$ cat src/design/hih_pkg.sv
// Package for the Hall index homing sequencer: phase encoding, motor and
// event codes, the sequencer state and result records. No dependencies.
package hih_pkg;

  localparam int unsigned POS_W     = 32;
  localparam int unsigned TIMEOUT_W = 31;
  localparam int unsigned STAMP_W   = 32;
  localparam int unsigned SUM_W     = POS_W + 2;

  localparam logic [TIMEOUT_W-1:0] TIMEOUT_RESET = TIMEOUT_W'(10000);

  typedef enum logic [8:0] {
    PH_START     = 9'b000000001,
    PH_INIT      = 9'b000000010,
    PH_WAIT_LOW  = 9'b000000100,
    PH_FWD_LOW   = 9'b000001000,
    PH_FWD_HIGH  = 9'b000010000,
    PH_REV_LOW   = 9'b000100000,
    PH_REV_HIGH  = 9'b001000000,
    PH_INDEXED   = 9'b010000000,
    PH_ERROR     = 9'b100000000
  } phase_t;

  // Reported state codes.
  localparam logic [2:0] FS_START    = 3'd0;
  localparam logic [2:0] FS_INIT     = 3'd1;
  localparam logic [2:0] FS_WAIT_LOW = 3'd2;
  localparam logic [2:0] FS_FWD_LOW  = 3'd3;
  localparam logic [2:0] FS_FWD_HIGH = 3'd4;
  localparam logic [2:0] FS_REV_LOW  = 3'd5;
  localparam logic [2:0] FS_REV_HIGH = 3'd6;
  localparam logic [2:0] FS_INDEXED  = 3'd7;

  // Motor commands.
  localparam logic [2:0] MC_NONE        = 3'd0;
  localparam logic [2:0] MC_STOP        = 3'd1;
  localparam logic [2:0] MC_FORWARD     = 3'd2;
  localparam logic [2:0] MC_REVERSE     = 3'd3;
  localparam logic [2:0] MC_STOP_ROTATE = 3'd4;

  // Events.
  localparam logic [1:0] EV_NONE      = 2'd0;
  localparam logic [1:0] EV_FOUND     = 2'd1;
  localparam logic [1:0] EV_NOT_FOUND = 2'd2;

  typedef struct packed {
    phase_t                    phase;
    logic                      init_pending;
    logic                      index_pending;
    logic [STAMP_W-1:0]        progress_stamp;
    logic signed [POS_W-1:0]   edge0;
    logic signed [POS_W-1:0]   edge1;
    logic signed [POS_W-1:0]   edge2;
    logic                      power_on;
  } hih_state_t;

  typedef struct packed {
    logic [2:0]              fsm_state;
    logic                    failed;
    logic [2:0]              motor_command;
    logic                    sensor_power;
    logic [1:0]              event_code;
    logic signed [POS_W-1:0] index_offset;
  } hih_result_t;

  // The error phase is reported as the start code, flagged by failed.
  function automatic logic [2:0] phase_code(phase_t ph);
    logic [2:0] code;
    case (ph)
      PH_START:    code = FS_START;
      PH_INIT:     code = FS_INIT;
      PH_WAIT_LOW: code = FS_WAIT_LOW;
      PH_FWD_LOW:  code = FS_FWD_LOW;
      PH_FWD_HIGH: code = FS_FWD_HIGH;
      PH_REV_LOW:  code = FS_REV_LOW;
      PH_REV_HIGH: code = FS_REV_HIGH;
      PH_INDEXED:  code = FS_INDEXED;
      default:     code = FS_START;
    endcase
    return code;
  endfunction

endpackage

$ cat src/design/hih_if.sv
// Valid/ready channel interfaces for the homing sequencer: the tick item
// going in and the result item coming out. Depends on hih_pkg.
interface hih_in_if import hih_pkg::*; ();
  logic                    valid;
  logic                    ready;
  logic                    init_request;
  logic                    index_request;
  logic                    sensor_triggered;
  logic signed [POS_W-1:0] position;
  logic [STAMP_W-1:0]      now_ms;

  modport source (output valid, init_request, index_request, sensor_triggered,
                  position, now_ms, input ready);
  modport sink (input valid, init_request, index_request, sensor_triggered,
                position, now_ms, output ready);
endinterface

interface hih_out_if import hih_pkg::*; ();
  logic                    valid;
  logic                    ready;
  logic [2:0]              fsm_state;
  logic                    failed;
  logic [2:0]              motor_command;
  logic                    sensor_power;
  logic [1:0]              event_code;
  logic signed [POS_W-1:0] index_offset;

  modport source (output valid, fsm_state, failed, motor_command, sensor_power,
                  event_code, index_offset, input ready);
  modport sink (input valid, fsm_state, failed, motor_command, sensor_power,
                event_code, index_offset, output ready);
endinterface

$ cat src/design/hih_step.sv
// Next-state and result logic for one tick of the homing sequencer.
// Purely combinational; depends on hih_pkg.
module hih_step import hih_pkg::*; (
  input  hih_state_t               state,
  input  logic [TIMEOUT_W-1:0]     timeout_ms,
  input  logic                     init_request,
  input  logic                     index_request,
  input  logic                     sensor_triggered,
  input  logic signed [POS_W-1:0]  position,
  input  logic [STAMP_W-1:0]       now_ms,
  output hih_state_t               state_next,
  output hih_result_t              result
);

  logic [STAMP_W-1:0]      elapsed;
  logic                    timed_out;
  logic                    want_high;
  logic signed [SUM_W-1:0] edge_sum;
  logic [2:0]              motor;
  logic [1:0]              event_out;
  logic signed [POS_W-1:0] offset;

  // Elapsed time is read as signed, so a stamp in the future never fails.
  assign elapsed   = now_ms - state.progress_stamp;
  assign timed_out = $signed({elapsed[STAMP_W-1], elapsed})
                     > $signed({2'b00, timeout_ms});
  assign want_high = (state.phase == PH_FWD_LOW) || (state.phase == PH_REV_LOW);
  assign edge_sum  = SUM_W'(state.edge0) + SUM_W'(state.edge1)
                   + SUM_W'(state.edge2) + SUM_W'(position);

  always_comb begin
    state_next = state;
    motor      = MC_NONE;
    event_out  = EV_NONE;
    offset     = '0;
    if (init_request) begin
      state_next.init_pending = 1'b1;
    end
    if (index_request) begin
      state_next.index_pending = 1'b1;
    end
    case (state.phase)
      PH_START: begin
        if (state_next.init_pending) begin
          state_next.init_pending = 1'b0;
          state_next.power_on     = 1'b0;
          state_next.phase        = PH_INIT;
          motor                   = MC_STOP;
        end
      end
      PH_INIT, PH_INDEXED, PH_ERROR: begin
        if (state_next.index_pending) begin
          state_next.index_pending  = 1'b0;
          state_next.power_on       = 1'b1;
          state_next.progress_stamp = now_ms;
          state_next.phase          = PH_WAIT_LOW;
          motor                     = MC_FORWARD;
        end
      end
      default: begin
        if (sensor_triggered == want_high) begin
          state_next.progress_stamp = now_ms;
          case (state.phase)
            PH_WAIT_LOW: begin
              state_next.phase = PH_FWD_LOW;
            end
            PH_FWD_LOW: begin
              state_next.edge0 = position;
              state_next.phase = PH_FWD_HIGH;
            end
            PH_FWD_HIGH: begin
              state_next.edge1 = position;
              state_next.phase = PH_REV_LOW;
              motor            = MC_REVERSE;
            end
            PH_REV_LOW: begin
              state_next.edge2 = position;
              state_next.phase = PH_REV_HIGH;
            end
            default: begin
              // Fourth edge: floor of the mean of the four captures.
              offset              = edge_sum[SUM_W-1:2];
              motor               = MC_STOP_ROTATE;
              event_out           = EV_FOUND;
              state_next.power_on = 1'b0;
              state_next.phase    = PH_INDEXED;
            end
          endcase
        end else if (timed_out) begin
          motor               = MC_STOP;
          event_out           = EV_NOT_FOUND;
          state_next.power_on = 1'b0;
          state_next.phase    = PH_ERROR;
        end
      end
    endcase
  end

  assign result.fsm_state     = phase_code(state_next.phase);
  assign result.failed        = (state_next.phase == PH_ERROR);
  assign result.motor_command = motor;
  assign result.sensor_power  = state_next.power_on;
  assign result.event_code    = event_out;
  assign result.index_offset  = offset;

endmodule

$ cat src/design/hall_index_homing_fsm.sv
// Top level of the Hall index homing sequencer: state registers, timeout
// register and the result register. Depends on hih_pkg, hih_if, hih_step.
//
// Usage: each item on in_ch is one scheduler tick carrying the init and
// index requests, the Hall sensor level, the mount position (Q16.16
// degrees) and a millisecond timestamp. For every accepted item exactly one
// result item appears on out_ch, carrying the state after the tick, the
// motor command issued, the sensor power level, an event code and the
// homing offset on a found event.
// An item accepted at a clock edge has its result valid in the result
// register just after that edge. The block takes one item per cycle while
// results are being taken; the tick logic is a single pass through hih_step
// between the sequencer state and the result register.
// The input is ready whenever the result register is empty or being taken
// in the same cycle, so a stalled receiver holds the result in place and
// stops new items until it takes it; no result is dropped or repeated.
// The timeout register is written through cfg_write/cfg_data and should be
// changed only while no tick is in flight.
// Reset (rst, synchronous) returns the sequencer to the start state, clears
// the pending requests, the progress stamp and the captured edges, turns the
// sensor power flag off, empties the result register and loads the timeout
// with 10000 ms.
module hall_index_homing_fsm import hih_pkg::*; (
  input  logic                  clk,
  input  logic                  rst,
  input  logic                  cfg_write,
  input  logic [TIMEOUT_W-1:0]  cfg_data,
  hih_in_if.sink                in_ch,
  hih_out_if.source             out_ch
);

  hih_state_t           state;
  hih_state_t           state_next;
  hih_result_t          result_next;
  hih_result_t          result;
  logic                 result_valid;
  logic [TIMEOUT_W-1:0] timeout_ms;
  logic                 accept;

  assign in_ch.ready = !result_valid || out_ch.ready;
  assign accept      = in_ch.valid && in_ch.ready;

  hih_step u_step (
    .state            (state),
    .timeout_ms       (timeout_ms),
    .init_request     (in_ch.init_request),
    .index_request    (in_ch.index_request),
    .sensor_triggered (in_ch.sensor_triggered),
    .position         (in_ch.position),
    .now_ms           (in_ch.now_ms),
    .state_next       (state_next),
    .result           (result_next)
  );

  always_ff @(posedge clk) begin
    if (rst) begin
      timeout_ms <= TIMEOUT_RESET;
    end else if (cfg_write) begin
      timeout_ms <= cfg_data;
    end
  end

  // Sequencer state advances only on an accepted tick.
  always_ff @(posedge clk) begin
    if (rst) begin
      state.phase          <= PH_START;
      state.init_pending   <= 1'b0;
      state.index_pending  <= 1'b0;
      state.progress_stamp <= '0;
      state.edge0          <= '0;
      state.edge1          <= '0;
      state.edge2          <= '0;
      state.power_on       <= 1'b0;
    end else if (accept) begin
      state <= state_next;
    end
  end

  // Result register: loads on accept, empties when taken without a refill.
  always_ff @(posedge clk) begin
    if (rst) begin
      result_valid <= 1'b0;
    end else if (accept) begin
      result_valid <= 1'b1;
    end else if (out_ch.ready) begin
      result_valid <= 1'b0;
    end
  end

  always_ff @(posedge clk) begin
    if (accept) begin
      result <= result_next;
    end
  end

  assign out_ch.valid         = result_valid;
  assign out_ch.fsm_state     = result.fsm_state;
  assign out_ch.failed        = result.failed;
  assign out_ch.motor_command = result.motor_command;
  assign out_ch.sensor_power  = result.sensor_power;
  assign out_ch.event_code    = result.event_code;
  assign out_ch.index_offset  = result.index_offset;

endmodule

$ cat src/flat_wrapper.sv
// flat-port wrapper written by rule: the top's interface ports become plain ports
module hall_index_homing_fsm_flat import hih_pkg::*;
  (clk, rst, cfg_write, cfg_data, in_ch_valid, in_ch_init_request, in_ch_index_request, in_ch_sensor_triggered, in_ch_position, in_ch_now_ms, in_ch_ready, out_ch_valid, out_ch_fsm_state, out_ch_failed, out_ch_motor_command, out_ch_sensor_power, out_ch_event_code, out_ch_index_offset, out_ch_ready);
  hih_in_if in_ch_i ();
  hih_out_if out_ch_i ();
  input  logic clk;
  input  logic rst;
  input  logic cfg_write;
  input  logic [TIMEOUT_W-1:0] cfg_data;
  input wire logic [$bits(in_ch_i.valid)-1:0] in_ch_valid;
  input wire logic [$bits(in_ch_i.init_request)-1:0] in_ch_init_request;
  input wire logic [$bits(in_ch_i.index_request)-1:0] in_ch_index_request;
  input wire logic [$bits(in_ch_i.sensor_triggered)-1:0] in_ch_sensor_triggered;
  input wire logic [$bits(in_ch_i.position)-1:0] in_ch_position;
  input wire logic [$bits(in_ch_i.now_ms)-1:0] in_ch_now_ms;
  output wire logic [$bits(in_ch_i.ready)-1:0] in_ch_ready;
  output wire logic [$bits(out_ch_i.valid)-1:0] out_ch_valid;
  output wire logic [$bits(out_ch_i.fsm_state)-1:0] out_ch_fsm_state;
  output wire logic [$bits(out_ch_i.failed)-1:0] out_ch_failed;
  output wire logic [$bits(out_ch_i.motor_command)-1:0] out_ch_motor_command;
  output wire logic [$bits(out_ch_i.sensor_power)-1:0] out_ch_sensor_power;
  output wire logic [$bits(out_ch_i.event_code)-1:0] out_ch_event_code;
  output wire logic [$bits(out_ch_i.index_offset)-1:0] out_ch_index_offset;
  input wire logic [$bits(out_ch_i.ready)-1:0] out_ch_ready;
  assign in_ch_i.valid = in_ch_valid;
  assign in_ch_i.init_request = in_ch_init_request;
  assign in_ch_i.index_request = in_ch_index_request;
  assign in_ch_i.sensor_triggered = in_ch_sensor_triggered;
  assign in_ch_i.position = in_ch_position;
  assign in_ch_i.now_ms = in_ch_now_ms;
  assign in_ch_ready = in_ch_i.ready;
  assign out_ch_valid = out_ch_i.valid;
  assign out_ch_fsm_state = out_ch_i.fsm_state;
  assign out_ch_failed = out_ch_i.failed;
  assign out_ch_motor_command = out_ch_i.motor_command;
  assign out_ch_sensor_power = out_ch_i.sensor_power;
  assign out_ch_event_code = out_ch_i.event_code;
  assign out_ch_index_offset = out_ch_i.index_offset;
  assign out_ch_i.ready = out_ch_ready;
  hall_index_homing_fsm u_core (.clk(clk), .rst(rst), .cfg_write(cfg_write), .cfg_data(cfg_data), .in_ch(in_ch_i), .out_ch(out_ch_i));
endmodule
$ cat config.mk
export PLATFORM = sky130hd
export DESIGN_NAME = hall_index_homing_fsm_flat
export DESIGN_NICKNAME = d
export VERILOG_FILES = /design/src/design/hih_pkg.sv /design/src/design/hih_if.sv /design/src/design/hih_step.sv /design/src/design/hall_index_homing_fsm.sv /design/src/flat_wrapper.sv
export SDC_FILE = /design/constraint.sdc
export NUM_CORES = 1
export LEC_CHECK = 0
export ABC_AREA = 1
export BUFFER_PORTS_ARGS = -buffer_cell sky130_fd_sc_hd__buf_2
export CAP_MARGIN = 20
export CELL_PAD_IN_SITES_DETAIL_PLACEMENT = 2
export CELL_PAD_IN_SITES_GLOBAL_PLACEMENT = 2
export CORE_MARGIN = 5
export CORE_UTILIZATION = 32
export CTS_CLUSTER_DIAMETER = 30
export DETAILED_ROUTE_END_ITERATION = 10
export GPL_TIMING_DRIVEN = 0
export MAX_ROUTING_LAYER = met4
export PLACE_DENSITY_LB_ADDON = 0.05
export SYNTH_ARGS = -nofsm -noshare
export SYNTH_HDL_FRONTEND = slang
export SYNTH_SLANG_ARGS = --single-unit
$ cat constraint.sdc
create_clock -name clk -period 5 [get_ports clk]
set_clock_uncertainty 0.05 [all_clocks]
set_input_delay 1 -clock clk [delete_from_list [all_inputs] [get_ports clk]]
set_output_delay 1 -clock clk [all_outputs]
set_load 0.01 [all_outputs]
==> results.md, run 1 <==
- The placeable core region is 0.0409 mm^2.
- The number of hold-repair buffers added at the cts stage is 0.
- Clock tree synthesis selected as its root buffer the cell sky130_fd_sc_hd__clkbuf_16.
- The biggest area contributor in the post-synthesis netlist is sky130_fd_sc_hd__dfxtp_1.
- In this run the biggest area consumer among cell types represents 25.9% of the synthesized area.
- Dividing the detail-routed wire length by the instance count gives 19.7 um.
- The type of the tightest min-delay check is flip-flop to flip-flop.
- Of the cells placed in the final design, the portion with a size suffix greater than 1 is 19.4%.
- The top-level port count is 147.
- Buffers inserted during clock tree synthesis total 73.
- STA classifies the critical path startpoint as an input pin.
- The last weighted congestion value of the routability-driven placer is 0.812.
- The average footprint of a synthesized cell is 8.13 um^2.
- The fraction of synthesis flops using an asynchronous set or reset pin is 0%.
- Summing over every cut layer, the via total after detailed routing is 12432.
- The distinct cell type count of the synthesized netlist is 53.
- Synthesis produced 1633 cells.
- The total of warnings raised by yosys is 0.
- The number of max-slew violations in the final report is 0.
- The via count of the first global-routing pass is 14267.
- The remaining max-slew budget at the tightest pin is 39.8%.
- The sequential cells in the finished layout cover a total of 0.00470 mm^2.
- The worst-margin pin slew is 0.904 ns.
- Summed over all layers, the routed wires come to 48.4 mm.
- The net count after synthesis is 1895.
- The number of endpoints with negative hold slack in the final report is 0.
- The die covers 0.0457 mm^2.
- The maximum fanout encountered on the critical timing path is 10.
- The die width is 214 um.
- Once the floorplan was initialized, standard cells occupied 32.4% of the core.
- The tool flagged a number of max-cap violations equal to 0.
- The total DRC errors in the routed layout is 0.
- The data arrival time of the critical path is 4.94 ns.
- The number of iterations in the first detailed-routing pass is 4.
- Entering global routing, the biggest net connects 34 pins.
- Along the worst hold path, the cell count comes to 2.
- Setup violations remaining at the end of the flow were counted as 0.
- Sorting the synthesized cells by area gives the leading types as sky130_fd_sc_hd__dfxtp_1, sky130_fd_sc_hd__fa_1, sky130_fd_sc_hd__edfxtp_1.
- No sink is reached through more buffers than the 3 on the longest clock path.
- The design draws 7690 uW.
- The clock-pin slew of the registers on the worst-case setup and hold paths is 0.04 ns.
- In this design, the stage delay of the slowest critical-path cell is 0.34 ns.
- The number of buffer cells added on primary ports is 145.
- The critical path in this run is classified as input pin to flip-flop.
- Clock latency on the worst-skew pair, taken at its later pin, is 0.57 ns.
- Relative to the synthesized area, the layout overhead comes to 31.0%.
- The count of nets left with antenna violations once routing finished came out at 0.
- In the synthesized netlist the dominant register cell turns out to be sky130_fd_sc_hd__dfxtp_1.
- Data on the critical path is required at its endpoint by 5.25 ns.
- Yosys mapped a number of flops with a built-in enable equal to 42.
- The run finished with clean final reports.
- The residual overflow from global routing is 0.
- The mapped cell area is 0.0133 mm^2.
- The register area share after synthesis is 35.4%.
- The CTS tree is done.
- CTS saw 214 sinks.
- The maximum VDD drop is 222 uV.
- CTS built an H-tree with a depth of 3.
- Measured along the y axis, the die boundary spans 214 um.
- The detailed-placement wirelength estimate is 35.7 mm.
- Among the stages of the critical path, the cell type that occurs most often is sky130_fd_sc_hd__nand3_1.
- The final-layout fill cell count is 4598.
- Based on the critical path, the design can be clocked at up to 213 MHz.
- The areal power density over the cells is 442 mW/mm^2.
- The post-route fraction of the period consumed by the critical path is 93.9%.
- The number of nets in the finished design is 2127.
- The cell count after placement is 2311.
- The detailed router's first-iteration violation count is 314.
- The first-pass GRT wire length is 76.4 mm.
- In this run, synthesis produced a sequential element count of 214.
- The endpoint kind of the worst setup timing path is a flip-flop.
- In the global route stage, overall resource usage came out at 21.9%.
- The mean number of vias per cell is 5.06.
- The smallest clock period supported by the final layout is computed as 4.69 ns.
- The number of cells on the worst reg-to-reg path is 24.
- The initial antenna violation count is 2.
- The largest individual stage delay along the critical path comes from the cell sky130_fd_sc_hd__fa_2.
- The standard-cell row count is 74.
- Once layout is complete, the cells apart from fillers number 2456.
- The cell leakage power is 0.00765 uW.
- The multi-input logic area is 0.00759 mm^2.
==> cells in the final DEF (no fill, tap or decap), drive strengths merged, types with 5 or more instances in the layout <==
master  netlist  layout
a211oi       33      33
o21bai        6       6
nor3         14      14
buf          22     179
nor4          9       9
xnor2         9       9
a21o          5       5
edfxtp       42      42
xor2         26      26
ha           93      93
inv         245     248
nand4         8       8
nand2       208     208
nand3        71      71
clkinv        0      24
o211ai        9       9
bufinv        0       5
o21ai       153     153
dfxtp       172     172
nor2        126     126
a21boi        5       5
fa           66      66
a21oi       249     249
o21a          8       8
clkbuf       36     136
==> worst max-delay path, delay by kind of cell <==
kind,cells,cell delay [ns]
xor gates and xnor gates,1,0.23
and+or+nand+nor,15,1.58
adders and majority gates,3,0.77
AOI/OAI and AO/OA,5,0.82
buffers and inverters,5,0.51
==> power by group <==
part | switching, uW | internal (uW) | leakage (uW)
registers | 34.8 | 1880 | 0.00182
logic | 852 | 490 | 0.00461
clock network | 1260 | 3170 | 0.00122
total | 2140 | 5540 | 0.00765
==> Yosys cell counts (5+ instances only) <==
cell type / n
sky130_fd_sc_hd__nor3_1: 12
sky130_fd_sc_hd__clkbuf_1: 36
sky130_fd_sc_hd__dfxtp_1: 172
sky130_fd_sc_hd__o21bai_1: 6
sky130_fd_sc_hd__o21ai_1: 7
sky130_fd_sc_hd__o211ai_1: 9
sky130_fd_sc_hd__ha_1: 93
sky130_fd_sc_hd__a211oi_1: 33
sky130_fd_sc_hd__nand2_1: 196
sky130_fd_sc_hd__edfxtp_1: 42
sky130_fd_sc_hd__xnor2_1: 9
sky130_fd_sc_hd__nor4_1: 7
sky130_fd_sc_hd__nand3_1: 68
sky130_fd_sc_hd__a21o_1: 5
sky130_fd_sc_hd__fa_1: 66
sky130_fd_sc_hd__nand2_2: 10
sky130_fd_sc_hd__o21a_1: 8
sky130_fd_sc_hd__inv_1: 239
sky130_fd_sc_hd__nand4_1: 8
sky130_fd_sc_hd__buf_2: 17
sky130_fd_sc_hd__o21ai_0: 145
sky130_fd_sc_hd__a21oi_1: 245
sky130_fd_sc_hd__xor2_1: 25
sky130_fd_sc_hd__nor2_1: 118
==> state kept, by name, summed over array words and instances (netlist names) <==
register / cells
u_core.out_ch.motor_command: 3
u_core.out_ch.valid: 1
u_core.timeout_ms: 31
u_core.out_ch.sensor_power: 1
u_core.out_ch.event_code: 2
u_core.out_ch.failed: 1
u_core.out_ch.fsm_state: 3
u_core.state: 140
u_core.out_ch.index_offset: 32
==> final cells by class <==
cell class                      count  area share, %
Timing Repair Buffer              157           4.76
Antenna cell                        2         0.0288
Buffer                             58           1.50
Clock buffer                      100           12.2
Clock inverter                     32           1.69
Sequential cell                   214           27.0
Inverter                          245           5.32
Multi-Input combinational cell   1116           43.6
Tap cell                          532           3.83
==> kinds of logic (layout without fill, tap and decap cells) <==
family | count (synthesis) | count (layout) | synth area share, %
adder cells (fa/ha/maj) | 159 | 159 | 18.7
AND/OR/NAND/NOR | 441 | 441 | 14.7
XOR/XNOR | 35 | 35 | 2.45
other | 0 | 2 | 0
buffers and inverters | 303 | 592 | 8.85
flip-flops | 214 | 214 | 35.4
AO/OA/AOI/OAI | 481 | 481 | 19.8
==> metrics by stage <==
step	utilization (%)	hold WS (ns)	instance area (um^2)	TNS (ns)	worst slack [ns]
floorplan	-	0.383	13300	0	0.189
global placement	35.8	0.393	14700	-19.14	-0.781
detailed placement	35.9	0.406	14700	-8.50	-0.827
CTS	41.9	0.414	17100	0	0.0127
global route	42.5	0.429	17400	-0.0648	-0.0533
finish	42.5	0.410	17400	0	0.306
==> routing by layer <==
layer / global-route usage, % / wire length (um) / vias to the layer above
met5: - / 0 / -
met4: 7.02 / 1090 / 0
met3: 3.26 / 1470 / 70
met2: 39.1 / 24900 / 202
met1: 25.3 / 20900 / 6203
li1: - / - / 5957
==> path summary, 6_finish.rpt <==
path	startpoint	slack, ns	endpoint
max	in_ch_now_ms[0]	0.31	u_core.out_ch.fsm_state[1]$_DFFE_PP_
min	u_core.state[122]$_SDFFE_PP0P_	0.41	u_core.state[122]$_SDFFE_PP0P_
max reg2reg	u_core.state[104]$_SDFFE_PP0P_	0.55	u_core.out_ch.fsm_state[1]$_DFFE_PP_
min reg2reg	u_core.state[122]$_SDFFE_PP0P_	0.41	u_core.state[122]$_SDFFE_PP0P_
==> repair_timing <==
action	4_1_cts	5_1_grt
setup buffers	1	10
endpoints found under the hold margin	0	0
pin swaps	1	14
gates resized for setup	9	40
endpoints found under the setup margin	4	10
No activity file was read; power rests on OpenSTA's default activity.
==> inputs of run 2 (changes only) <==
--- a/config.mk
+++ b/config.mk
@@ -9,3 +9,2 @@
 export BUFFER_PORTS_ARGS = -buffer_cell sky130_fd_sc_hd__buf_2
-export CAP_MARGIN = 20
 export CELL_PAD_IN_SITES_DETAIL_PLACEMENT = 2
==> constraint.sdc (replaced) <==
create_clock -name clk -period 5 [get_ports clk]
set_clock_uncertainty 0.05 [all_clocks]
set_input_delay 0.25 -clock clk [delete_from_list [all_inputs] [get_ports clk]]
set_output_delay 0.25 -clock clk [all_outputs]
set_load 0.01 [all_outputs]
==> results.md, run 2 (synthesized netlist as in run 1, its figures left out) <==
- Run status: finished clean (unchanged).
- The initial antenna violation count is 0 (was 2).
- The share of post-route cells with drive strength above 1 is 16.9% (was 19.4%).
- The max-capacitance violation count is 0 (unchanged).
- The critical path class is flip-flop to flip-flop (was input pin to flip-flop).
- The first-pass GRT wire length is 79.7 mm (was 76.4 mm).
- The register containing the most flip-flops in the final layout is u_core.state (unchanged).
- The worst setup slack before clock tree synthesis is -0.0768 ns (was -0.827 ns).
- The antenna diode count is 0 (was 2).
- The maximum fanout encountered on the critical timing path came to 10 (unchanged).
- The number of buffers created by CTS is 73 (unchanged).
- The final-layout fill cell count was 4532 (was 4598).
- The clock sink count is 214 (unchanged).
- The element type at the critical path start was a flip-flop (was input pin).
- The share of power burned in combinational logic is 17.5% (about the same).
- The die footprint is 0.0457 mm^2 (unchanged).
- The detailed-placement wirelength estimate came to 35.7 mm (unchanged).
- The overall global routing resource usage is 22.8% (was 21.9%).
- The last weighted congestion value of the routability-driven placer was 0.812 (unchanged).
- The remaining max-slew budget at the tightest pin is 38.7% (was 39.8%).
- The endpoint kind of the worst setup timing path is a flip-flop (unchanged).
- The required time at the endpoint of the critical path came to 5.37 ns (was 5.25 ns).
- The height of the die is 214 um (unchanged).
- The mean number of vias per cell is 5.05 (was 5.06).
- The minimum period implied by the final worst setup slack is 4.64 ns (was 4.69 ns).
- The areal power density over the cells was 425 mW/mm^2 (was 442 mW/mm^2).
- The largest net degree at the start of global routing is 34 (unchanged).
- The total cell area at the placement stage is 0.0147 mm^2 (unchanged).
- The number of nets in the finished design was 2212 (was 2127).
- The post-route fraction of the period consumed by the critical path was 92.7% (was 93.9%).
- The register share of total power came to 24.9% (about the same).
- The die width is 214 um (unchanged).
- The smallest setup slack after layout was 0.364 ns (was 0.306 ns).
- The top-level port count is 147 (unchanged).
- The post-route standard cell area excluding fillers was 0.0181 mm^2 (was 0.0174 mm^2).
- Most frequent cells in the layout: sky130_fd_sc_hd__a21oi_1, sky130_fd_sc_hd__inv_1, sky130_fd_sc_hd__nand2_1 (unchanged).
- The maximum VDD drop came to 228 uV (was 222 uV).
- The via count is 12822 (was 12432).
- The number of instances on the worst hold path is 3 (was 2).
- The number of max-slew violations in the final report is 0 (unchanged).
- The fraction of power spent switching nets is 27.8% (was 27.9%).
- The cell type of the slowest stage on the worst timing path is sky130_fd_sc_hd__fa_1 (was sky130_fd_sc_hd__fa_2).
- The register area is 0.00470 mm^2 (unchanged).
- The H-tree depth is 3 (unchanged).
- The residual overflow from global routing is 0 (unchanged).
- The most common cell after layout, fill and taps aside is sky130_fd_sc_hd__a21oi_1 (unchanged).
- The layout overhead on the synthesized area is 36.4% (was 31.0%).
- The cell at the root of the clock tree was sky130_fd_sc_hd__clkbuf_16 (unchanged).
- The data arrival time of the critical path is 5.01 ns (was 4.94 ns).
- The deepest clock path buffer count is 3 (unchanged).
- The placeable core region is 0.0409 mm^2 (unchanged).
- The later-pin clock latency in the skew report came to 0.58 ns (was 0.57 ns).
- The cell leakage power is 0.00798 uW (was 0.00765 uW).
- The clock group share of total power is 57.6% (about the same).
- The via count of the first global-routing pass was 14808 (was 14267).
- The detailed router's first-iteration violation count is 311 (was 314).
- The worst-margin pin slew is 0.920 ns (was 0.904 ns).
- The internal portion of total power is 5550 uW (was 5540 uW).
- The number of endpoints with negative hold slack in the final report was 0 (unchanged).
- The flip-flop count of the largest register after layout was 140 (unchanged).
- The number of iterations in the first detailed-routing pass was 4 (unchanged).
- The multi-input logic area is 0.00744 mm^2 (was 0.00759 mm^2).
- The overall routed net length is 49.9 mm (was 48.4 mm).
- The net switching power of the design is 2140 uW (about the same).
- The starting utilization of the core area is 32.4% (unchanged).
- The number of buffer cells added on primary ports came to 145 (unchanged).
- The count of nets left with antenna violations after detail routing was 0 (unchanged).
- The upper clock frequency limit was 216 MHz (was 213 MHz).
- The final setup violation count is 0 (unchanged).
- The highest cell delay on the worst timing path is 0.44 ns (was 0.34 ns).
- The detailed-route wire length per cell came to 19.6 um (was 19.7 um).
- The total DRC errors in the routed layout is 0 (unchanged).
- The clock-pin slew of the registers on the worst-case setup and hold paths is 0.04 ns (about the same).
- The CTS tree is done (unchanged).
- The worst-case reg-to-reg path depth is 28 (was 24).
- The type of the tightest min-delay check is input pin to flip-flop (was flip-flop to flip-flop).
- The standard-cell row count came to 74 (unchanged).
-- run 2: per-layer routing --
| layer | GRT usage, % | wire [um] | share of wire [%] |
|---|---|---|---|
| met2 | 41.1 | 25800 | 52 |
| met3 | 3.28 | 1610 | 3.2 |
| met5 | - | 0 | 0 |
| met1 | 26.2 | 21400 | 43 |
| met4 | 6.95 | 1120 | 2.3 |
-- run 2: critical path, delay by kind of cell (launching register included) --
kind | cells | cell delay [ns]
xor gates and xnor gates | 1 | 0.23
buffers and inverters | 3 | 0.33
and+or+nand+nor | 16 | 1.79
adders and majority gates | 3 | 0.88
DFF | 1 | 0.33
AOI/OAI and AO/OA | 5 | 0.90
-- run 2: worst paths after layout --
path	end	slack, ns	from
setup reg to reg	u_core.out_ch.fsm_state[1]$_DFFE_PP_	0.36	u_core.state[97]$_SDFFE_PP0P_
hold reg to reg	u_core.timeout_ms[24]$_SDFFE_PP0P_	0.41	u_core.timeout_ms[24]$_SDFFE_PP0P_
hold / removal	u_core.timeout_ms[16]$_SDFFE_PP0P_	0.03	cfg_data[16]
setup / recovery	u_core.out_ch.fsm_state[1]$_DFFE_PP_	0.36	u_core.state[97]$_SDFFE_PP0P_
-- run 2: final cells by class --
class	count	area share (%)
Sequential cell	214	26.0
Buffer	58	1.39
Clock buffer	100	11.7
Timing Repair Buffer	242	9.37
Clock inverter	32	1.62
Tap cell	532	3.68
Multi-Input combinational cell	1116	41.1
Inverter	245	5.11
-- run 2: repair_timing --
action	in CTS	in global routing
setup buffers	0	4
gates resized for setup	1	15
setup endpoints to repair	4	10
endpoints found under the hold margin	125	0
pin swaps	0	3
hold buffers	92	0
-- run 2: power groups by stage --
stage,Combinational (uW),Clock [uW],Sequential (uW)
6_report,1350,4430,1910
5_1_grt,1530,4630,1920
4_1_cts,1340,4530,1910
3_5_place_dp,1260,0,1940
3_3_place_gp,1210,0,1940
2_1_floorplan,810,0,1950
-- run 2: through the flow --
stage / std cells / total power (uW) / setup TNS (ns) / hold WS [ns] / util (%)
floorplan: 1633 / 2760 / 0 / 0.326 / -
global route: 2539 / 8080 / -0.0122 / 0.0296 / 44.2
finish: 2539 / 7690 / 0 / 0.0261 / 44.2
detailed placement: 2311 / 3200 / -0.200 / 0.406 / 35.9
global placement: 2310 / 3150 / -0.0530 / 0.393 / 35.8
CTS: 2535 / 7780 / 0 / 0.0138 / 44.0
